==> src/rtl/assert_macros.svh <==
`ifndef ASSERT_MACROS_SVH
`define ASSERT_MACROS_SVH

// concurrent check on clk, off while arst_n is low
`define CLCD_ASSERT(lbl, prop, msg) \
	lbl: assert property (@(posedge clk) disable iff (!arst_n) prop) else $error(msg);

// expression must never hold
`define CLCD_NEVER(lbl, expr, msg) \
	`CLCD_ASSERT(lbl, !(expr), msg)

`endif

==> src/rtl/clcd_pkg.sv <==
`timescale 1ns / 1ps
`default_nettype none

package clcd_pkg;

	localparam int FUNCTION_SET_REPEATS = 3;
	localparam int INIT_TAIL_CMDS = 5;
	localparam int INIT_WRITES = FUNCTION_SET_REPEATS + INIT_TAIL_CMDS;
	localparam int WR_W = $clog2(INIT_WRITES);
	localparam int TAIL_IDX_W = $clog2(INIT_TAIL_CMDS);

	typedef logic [1:0]  op_t;
	typedef logic [7:0]  byte_t;
	typedef logic [15:0] us_t;
	typedef logic [16:0] hold_t;
	typedef logic [2:0]  cfg_idx_t;

	localparam op_t OP_INIT = 2'd0;
	localparam op_t OP_CMD  = 2'd1;
	localparam op_t OP_CHAR = 2'd2;

	localparam cfg_idx_t REG_PULSE      = 3'd0;
	localparam cfg_idx_t REG_SETTLE     = 3'd1;
	localparam cfg_idx_t REG_POWER_WAIT = 3'd2;
	localparam cfg_idx_t REG_INIT_WAIT  = 3'd3;
	localparam cfg_idx_t REG_CLEAR_WAIT = 3'd4;

	localparam byte_t CMD_FUNC_SET_8  = 8'h30;
	localparam byte_t CMD_FUNC_SET_2L = 8'h38;
	localparam byte_t CMD_DISPLAY_ON  = 8'h0C;
	localparam byte_t CMD_ENTRY_MODE  = 8'h06;
	localparam byte_t CMD_CLEAR       = 8'h01;
	localparam byte_t CMD_HOME        = 8'h02;

	typedef struct packed {
		op_t   op;
		byte_t value;
		logic  clr;
	} req_t;

	typedef struct packed {
		byte_t lcd_data;
		logic  register_select;
		logic  enable;
		hold_t hold_us;
		logic  last;
	} phase_t;

	function automatic byte_t init_tail_cmd(input logic [TAIL_IDX_W-1:0] idx);
		byte_t c;
		unique case (idx)
			TAIL_IDX_W'(0): c = CMD_FUNC_SET_2L;
			TAIL_IDX_W'(1): c = CMD_DISPLAY_ON;
			TAIL_IDX_W'(2): c = CMD_ENTRY_MODE;
			TAIL_IDX_W'(3): c = CMD_CLEAR;
			TAIL_IDX_W'(4): c = CMD_HOME;
			default:        c = 8'h00;
		endcase
		return c;
	endfunction

	function automatic logic is_clear_cmd(input byte_t b);
		return (b == CMD_CLEAR) || (b == CMD_HOME);
	endfunction

endpackage

`default_nettype wire

==> src/rtl/char_lcd_write_sequencer_top.sv <==
`timescale 1ns / 1ps
`default_nettype none

// Character LCD write sequencer, 8-bit interface. Push one request (operation 0 initialize,
// 1 command byte, 2 character byte; 3 is taken and dropped) and pop timed pin phases:
// data byte, register select, enable level, hold time in microseconds, and last on the
// final phase of the request. A command or character write yields two phases; initialize
// yields 11 + 2 * FUNCTION_SET_REPEATS phases (17). The back sequencer emits one phase per
// cycle whenever the two-entry result queue has room, and a two-entry request queue in front
// lets requests be pushed while a run is still going out. Timing registers are written
// through cfg_we/cfg_index/cfg_data (pulse, settle, power-on wait, init wait, clear wait)
// and should change only while idle.

module char_lcd_write_sequencer_top (
	input  wire                 clk,
	input  wire                 arst_n,
	input  wire                 push,
	output logic                full,
	input  clcd_pkg::op_t       operation,
	input  clcd_pkg::byte_t     value,
	output logic                empty,
	input  wire                 pop,
	output clcd_pkg::byte_t     lcd_data,
	output logic                register_select,
	output logic                enable,
	output clcd_pkg::hold_t     hold_us,
	output logic                last,
	input  wire                 cfg_we,
	input  clcd_pkg::cfg_idx_t  cfg_index,
	input  clcd_pkg::us_t       cfg_data
);
	import clcd_pkg::*;

	logic   req_valid;
	req_t   req_data;
	logic   req_pop;
	logic   out_full;
	logic   out_push;
	phase_t out_data;
	phase_t head;

	clcd_front u_front (
		.clk       (clk),
		.arst_n    (arst_n),
		.push      (push),
		.full      (full),
		.operation (operation),
		.value     (value),
		.req_valid (req_valid),
		.req_data  (req_data),
		.req_pop   (req_pop)
	);

	clcd_back u_back (
		.clk       (clk),
		.arst_n    (arst_n),
		.cfg_we    (cfg_we),
		.cfg_index (cfg_index),
		.cfg_data  (cfg_data),
		.req_valid (req_valid),
		.req_data  (req_data),
		.req_pop   (req_pop),
		.out_full  (out_full),
		.out_push  (out_push),
		.out_data  (out_data)
	);

	clcd_out_q u_out_q (
		.clk     (clk),
		.arst_n  (arst_n),
		.in_push (out_push),
		.in_full (out_full),
		.in_data (out_data),
		.pop     (pop),
		.empty   (empty),
		.head    (head)
	);

	assign lcd_data = head.lcd_data;
	assign register_select = head.register_select;
	assign enable = head.enable;
	assign hold_us = head.hold_us;
	assign last = head.last;

endmodule

`default_nettype wire

==> src/rtl/clcd_front.sv <==
`timescale 1ns / 1ps
`default_nettype none
`include "assert_macros.svh"

module clcd_front (
	input  wire                clk,
	input  wire                arst_n,
	input  wire                push,
	output logic               full,
	input  clcd_pkg::op_t      operation,
	input  clcd_pkg::byte_t    value,
	output logic               req_valid,
	output clcd_pkg::req_t     req_data,
	input  wire                req_pop
);
	import clcd_pkg::*;

	req_t       mem [2];
	logic       wptr_q;
	logic       rptr_q;
	logic [1:0] cnt_q;
	logic       known_op;
	logic       wr_en;
	req_t       cls;

	always_comb begin
		known_op = (operation == OP_INIT) || (operation == OP_CMD) || (operation == OP_CHAR);
		cls.op = operation;
		cls.value = value;
		cls.clr = (operation == OP_CMD) && is_clear_cmd(value);
		full = (cnt_q == 2'd2);
		wr_en = push && !full && known_op;
		req_valid = (cnt_q != 2'd0);
		req_data = mem[rptr_q];
	end

	always_ff @(posedge clk) begin
		if (wr_en) begin
			mem[wptr_q] <= cls;
		end
	end

	always_ff @(posedge clk or negedge arst_n) begin
		if (!arst_n) begin
			wptr_q <= 1'b0;
			rptr_q <= 1'b0;
			cnt_q <= 2'd0;
		end else begin
			if (wr_en) begin
				wptr_q <= !wptr_q;
			end
			if (req_pop) begin
				rptr_q <= !rptr_q;
			end
			cnt_q <= cnt_q + {1'b0, wr_en} - {1'b0, req_pop};
		end
	end

	`CLCD_ASSERT(a_req_cnt_range, cnt_q <= 2'd2, "request queue count out of range")
	`CLCD_NEVER(a_req_pop_empty, req_pop && !req_valid, "request popped while empty")
	`CLCD_ASSERT(a_req_hold, (req_valid && !req_pop) |=> req_valid, "waiting request lost")

endmodule

`default_nettype wire

==> src/rtl/clcd_back.sv <==
`timescale 1ns / 1ps
`default_nettype none
`include "assert_macros.svh"

module clcd_back (
	input  wire                 clk,
	input  wire                 arst_n,
	input  wire                 cfg_we,
	input  clcd_pkg::cfg_idx_t  cfg_index,
	input  clcd_pkg::us_t       cfg_data,
	input  wire                 req_valid,
	input  clcd_pkg::req_t      req_data,
	output logic                req_pop,
	input  wire                 out_full,
	output logic                out_push,
	output clcd_pkg::phase_t    out_data
);
	import clcd_pkg::*;

	us_t             pulse_q;
	us_t             settle_q;
	us_t             power_wait_q;
	us_t             init_wait_q;
	us_t             clear_wait_q;

	logic            pwr_done_q;
	logic            low_q;
	logic [WR_W-1:0] wr_q;

	logic            in_init;
	logic            pwr_phase;
	logic            wr_past;
	logic [WR_W-1:0] tail_idx;
	byte_t           init_byte;
	byte_t           cur_byte;
	logic            cur_clr;
	us_t             extra;
	logic            run_end;

	always_comb begin
		in_init = (req_data.op == OP_INIT);
		pwr_phase = in_init && !pwr_done_q;
		wr_past = (wr_q >= WR_W'(FUNCTION_SET_REPEATS));
		tail_idx = wr_q - WR_W'(FUNCTION_SET_REPEATS);
		init_byte = wr_past ? init_tail_cmd(TAIL_IDX_W'(tail_idx)) : CMD_FUNC_SET_8;
		cur_byte = in_init ? init_byte : req_data.value;
		cur_clr = in_init ? (wr_past && is_clear_cmd(init_byte)) : req_data.clr;
		if (in_init && !wr_past) begin
			extra = init_wait_q;
		end else if (cur_clr) begin
			extra = clear_wait_q;
		end else begin
			extra = '0;
		end
		run_end = !in_init || (wr_q == WR_W'(INIT_WRITES - 1));

		out_push = req_valid && !out_full;
		out_data.register_select = (req_data.op == OP_CHAR);
		if (pwr_phase) begin
			out_data.lcd_data = 8'h00;
			out_data.register_select = 1'b0;
			out_data.enable = 1'b0;
			out_data.hold_us = {1'b0, power_wait_q};
			out_data.last = 1'b0;
		end else if (!low_q) begin
			out_data.lcd_data = cur_byte;
			out_data.enable = 1'b1;
			out_data.hold_us = {1'b0, pulse_q};
			out_data.last = 1'b0;
		end else begin
			out_data.lcd_data = cur_byte;
			out_data.enable = 1'b0;
			out_data.hold_us = {1'b0, settle_q} + {1'b0, extra};
			out_data.last = run_end;
		end
		req_pop = out_push && !pwr_phase && low_q && run_end;
	end

	always_ff @(posedge clk or negedge arst_n) begin
		if (!arst_n) begin
			pulse_q <= 16'd40;
			settle_q <= 16'd40;
			power_wait_q <= 16'd16000;
			init_wait_q <= 16'd5000;
			clear_wait_q <= 16'd16000;
		end else if (cfg_we) begin
			case (cfg_index)
				REG_PULSE:      pulse_q <= cfg_data;
				REG_SETTLE:     settle_q <= cfg_data;
				REG_POWER_WAIT: power_wait_q <= cfg_data;
				REG_INIT_WAIT:  init_wait_q <= cfg_data;
				REG_CLEAR_WAIT: clear_wait_q <= cfg_data;
				default: ;
			endcase
		end
	end

	always_ff @(posedge clk or negedge arst_n) begin
		if (!arst_n) begin
			pwr_done_q <= 1'b0;
			low_q <= 1'b0;
			wr_q <= '0;
		end else if (out_push) begin
			if (pwr_phase) begin
				pwr_done_q <= 1'b1;
			end else if (!low_q) begin
				low_q <= 1'b1;
			end else begin
				low_q <= 1'b0;
				if (run_end) begin
					wr_q <= '0;
					pwr_done_q <= 1'b0;
				end else begin
					wr_q <= wr_q + 1'b1;
				end
			end
		end
	end

	`CLCD_ASSERT(a_wr_range, wr_q <= WR_W'(INIT_WRITES - 1), "init write counter overrun")
	`CLCD_ASSERT(a_idle_clean, !req_valid |-> (!low_q && !pwr_done_q && wr_q == '0),
		"sequencer state left over without a request")
	`CLCD_ASSERT(a_pwr_only_init, pwr_done_q |-> (req_valid && in_init),
		"power-on phase marked outside an initialize run")

endmodule

`default_nettype wire

==> src/rtl/clcd_out_q.sv <==
`timescale 1ns / 1ps
`default_nettype none
`include "assert_macros.svh"

module clcd_out_q (
	input  wire                clk,
	input  wire                arst_n,
	input  wire                in_push,
	output logic               in_full,
	input  clcd_pkg::phase_t   in_data,
	input  wire                pop,
	output logic               empty,
	output clcd_pkg::phase_t   head
);
	import clcd_pkg::*;

	phase_t     mem [2];
	logic       wptr_q;
	logic       rptr_q;
	logic [1:0] cnt_q;
	logic       rd_en;

	always_comb begin
		in_full = (cnt_q == 2'd2);
		empty = (cnt_q == 2'd0);
		rd_en = pop && !empty;
		head = mem[rptr_q];
	end

	always_ff @(posedge clk) begin
		if (in_push) begin
			mem[wptr_q] <= in_data;
		end
	end

	always_ff @(posedge clk or negedge arst_n) begin
		if (!arst_n) begin
			wptr_q <= 1'b0;
			rptr_q <= 1'b0;
			cnt_q <= 2'd0;
		end else begin
			if (in_push) begin
				wptr_q <= !wptr_q;
			end
			if (rd_en) begin
				rptr_q <= !rptr_q;
			end
			cnt_q <= cnt_q + {1'b0, in_push} - {1'b0, rd_en};
		end
	end

	`CLCD_NEVER(a_push_full, in_push && in_full, "phase pushed into a full result queue")
	`CLCD_ASSERT(a_out_cnt_range, cnt_q <= 2'd2, "result queue count out of range")

endmodule

`default_nettype wire

==> config.mk <==
export PLATFORM = sky130hd
export DESIGN_NAME = char_lcd_write_sequencer_top
export DESIGN_NICKNAME = d
export VERILOG_FILES = /design/src/rtl/clcd_pkg.sv /design/src/rtl/char_lcd_write_sequencer_top.sv /design/src/rtl/clcd_front.sv /design/src/rtl/clcd_back.sv /design/src/rtl/clcd_out_q.sv
export VERILOG_INCLUDE_DIRS = /design/src /design/src/rtl
export SDC_FILE = /design/constraint.sdc
export NUM_CORES = 1
export LEC_CHECK = 0
export CAP_MARGIN = 20
export CORE_MARGIN = 3
export CORE_UTILIZATION = 35
export DETAILED_ROUTE_END_ITERATION = 7
export DONT_BUFFER_PORTS = 1
export GPL_TIMING_DRIVEN = 0
export PLACE_DENSITY = 0.57
export SLEW_MARGIN = 20
export SYNTH_ARGS = -nofsm -noshare
export SYNTH_HDL_FRONTEND = slang
export SYNTH_SLANG_ARGS = --single-unit
==> constraint.sdc <==
create_clock -name clk -period 12.3 [get_ports clk]
set_clock_uncertainty 0.2 [all_clocks]
set_input_delay 3.075 -clock clk [delete_from_list [all_inputs] [get_ports clk]]
set_output_delay 3.075 -clock clk [all_outputs]
set_load 0.05 [all_outputs]
==> results.cfg <==
[outcome]
status = completed

[cells_and_area]
drive_above_1_share_pct = 26.96
synthToLayoutAreaGrowth_pct = 12.25
nets = 660
instances_no_fill = 892
insertedDiodeCount = 0

[cts]
cts_setup_buffers = 0
cts_sinks = 171
cts_made_buffers = 17
clock_latency_ns = 0.42
clk_path_buf_depth = 2
cts_resized = 0
clk_pin_slew_ns = 0.06
cts_tree = built
cts_hold_buf = 0
cts_root_buf = clkbuf_16
htree_levels = 4

[pwr]
power_switching_share_pct = 40.28
p_leak_nw = 3.459
p_per_area_nw_per_um2 = 289.0
p_total_mw = 2.565
intPower_mw = 1.532
pwr-share-seq_pct = 36.8
p_clk_share_pct = 20.4
combPwrFrac_pct = 42.8
vdd_drop_max_uv = 91.68
switchingPower_mw = 1.033

[yosys]
synthMuxAreaShare_pct = 17.90
synth_compound_area_share_pct = 8.101
syn_avg_cell_area_sq_um = 13.66
synth-main-ff-cell = edfxtp_1
synth_top_area_share_pct = 29.62
synth_area_leaders = edfxtp_1, dfrtp_1, mux2_2
synthDistinctLibCells = 50
synth_edf_count = 78
ys_seq_area_share_pct = 59.38
async_reset_ff_share_pct = 54.39
synth_top_cell_by_area = edfxtp_1
synth.most_common_cell = mux2_2
synth_simple_gate_area_share_pct = 5.633
synth_commonest_cells = mux2_2, edfxtp_1, dfrtp_1
ys_ff_latch = 171
synth_top_family_by_area = multiplexers
synth_xor_xnor_area_share_pct = 2.437
syn-cell-area_sq_um = 7908
yosysWarningCount = 0
synth_fa_ha_area_share_pct = 4.367
synthCells = 579
syn-num-nets = 640

[setup_path]
rr_worst_depth = 19
worstPathRequired_ns = 9.02
cp_slowest_cell = mux2_2
critPathMaxFanout = 10
cp_num_cells = 3
worst_ep_arrival_time_ns = 2.21
path_cells = clkbuf_1 -> buf_1 -> mux2_2
cp-end-kind = primary output
critical-path-max-stage-delay_ns = 0.53
crit_family = buffers and inverters
worst-path-buf-inv = 2
start_kind = flip-flop
worstSetupPathType = flip-flop to primary output

[global_route]
antenna_found_initial = 0
grt_pass1_vias = 4890
grt.overflow.total = 0
grt_pass1_wl_um = 27180
grt_max_degree = 94
grtUsageTotal_pct = 14.28

[floorplanning]
ioPinCount = 64
core_sq_um = 22030
chipWidth_um = 156.3
start_util_pct = 35.90
die-area_sq_um = 24430
num_rows = 54
die_y_um = 156.3

[place]
pre_cts_slack_ns = 7.082
hpwlAfterDp_um = 12270
place.gp.congestion = 0.8381
port_buffers = 0
dp.cells = 860

[sta]
hold_viol = 0
fin_ws_ns = 6.819
slew_viol_final = 0
final.min_clock_period_ns = 5.481
tightestPinTransition_ns = 1.021
maxSlewHeadroom_pct = 31.38
grt_setup_unrepaired = no
setup_tns_ns = 0
period_share_pct = 44.56
final-setup-viol-count = 0
fmax_mhz = 182.4

[route]
vias_per_cell = 5.155
wl_per_cell_um = 18.81
drt_iter0_drc = 232
dr_total_vias = 4598
drc = 0
drt_pre_antenna_iters = 4
wirelength_um = 16780
postRouteAntennaNets = 0

[min_path]
whs_path_depth = 1
hold_class = flip-flop to flip-flop

[job]
maxCapViolations = 0
## state kept, by name, indices dropped and copies added (netlist names), 2 cells and up
signal,cells
u_back.settle_q,16
u_back.pulse_q,16
u_back.init_wait_q,16
u_back.power_wait_q,16
u_back.wr_q,3
u_back.clear_wait_q,16
u_front.mem,22
u_front.cnt_q,2
u_out_q.mem,56
u_out_q.cnt_q,2
## area by class of cell
type                            count  area, sq um
Tap cell                          280        350.3
Fill cell                        2031        13150
Clock buffer                       20        436.7
Clock inverter                     12        140.1
Multi-Input combinational cell    368         3053
Timing Repair Buffer                1        27.53
Buffer                             24        112.6
Sequential cell                   171         4696
Inverter                           16        60.06
## cells in the final DEF, fill, tap and decap left out, types with 8 or more instances in the layout
master | synthesis | layout
nor2_1 | 23 | 22
dfrtp_1 | 72 | 72
mux2i_1 | 21 | 21
clkbuf_1 | 14 | 17
mux2_2 | 99 | 99
mux2_1 | 8 | 8
inv_1 | 16 | 16
o21ai_0 | 16 | 16
clkbuf_16 | 0 | 17
ha_1 | 26 | 26
dfstp_2 | 21 | 21
a22o_1 | 17 | 17
edfxtp_1 | 78 | 78
a21oi_1 | 25 | 25
o21ai_1 | 15 | 15
xnor2_1 | 16 | 16
nand2_1 | 35 | 35
## per-stage QoR
| stage | hold WS (ns) | utilization (%) | cell area, sq um |
|---|---|---|---|
| global placement | 0.2586 | 37.49 | 8258 |
| detailed placement | 0.2745 | 37.68 | 8299 |
| floorplan | 0.2492 | - | 7908 |
| finish | 0.2856 | 40.30 | 8876 |
| global route | 0.3211 | 40.30 | 8876 |
| CTS | 0.2914 | 40.30 | 8876 |
## worst register-to-register path: cells and delay by family, from the launching register on
family | cells | cell delay, ns
flops | 1 | 0.44
simple gates | 6 | 1.59
fa+ha+maj | 4 | 1.20
buf+inv | 3 | 0.46
compound gates | 6 | 0.92
## power groups by stage
stage                     sequential (mW)  clock [mW]  combinational [mW]
after global placement              0.947           0                1.06
after CTS                           0.944       0.533                1.11
after global routing                0.966       0.558                1.19
after floorplan                     0.933           0               0.884
after detailed placement            0.954           0                1.10
final                               0.943       0.523                1.10
## final timing paths
check                                    from                      end  slack [ns]
max in group asynchronous              arst_n  u_back.clear_wait_q[10]        9.47
max                            u_out_q.rptr_q              hold_us[10]        6.82
min in group asynchronous              arst_n       u_back.pulse_q[15]        2.14
min                        u_back.pulse_q[10]       u_back.pulse_q[10]        0.29
min reg2reg                u_back.pulse_q[10]       u_back.pulse_q[10]        0.29
max reg2reg                    u_back.wr_q[0]       u_out_q.mem[1][17]        7.27
## kinds of logic after synthesis
family,Yosys count
xor+xnor,22
simple gates,92
compound gates,99
buf+inv,40
flops,171
fa+ha+maj,27
mux,128
## per-layer routing
layer / share of wire, % / GRT usage [%]
met2: 46 / 22.32
met3: 4.4 / 3.733
met4: 1.2 / 3.793
met5: 0 / 0
met1: 48 / 19.87
Power figures use the tool's default switching activity.
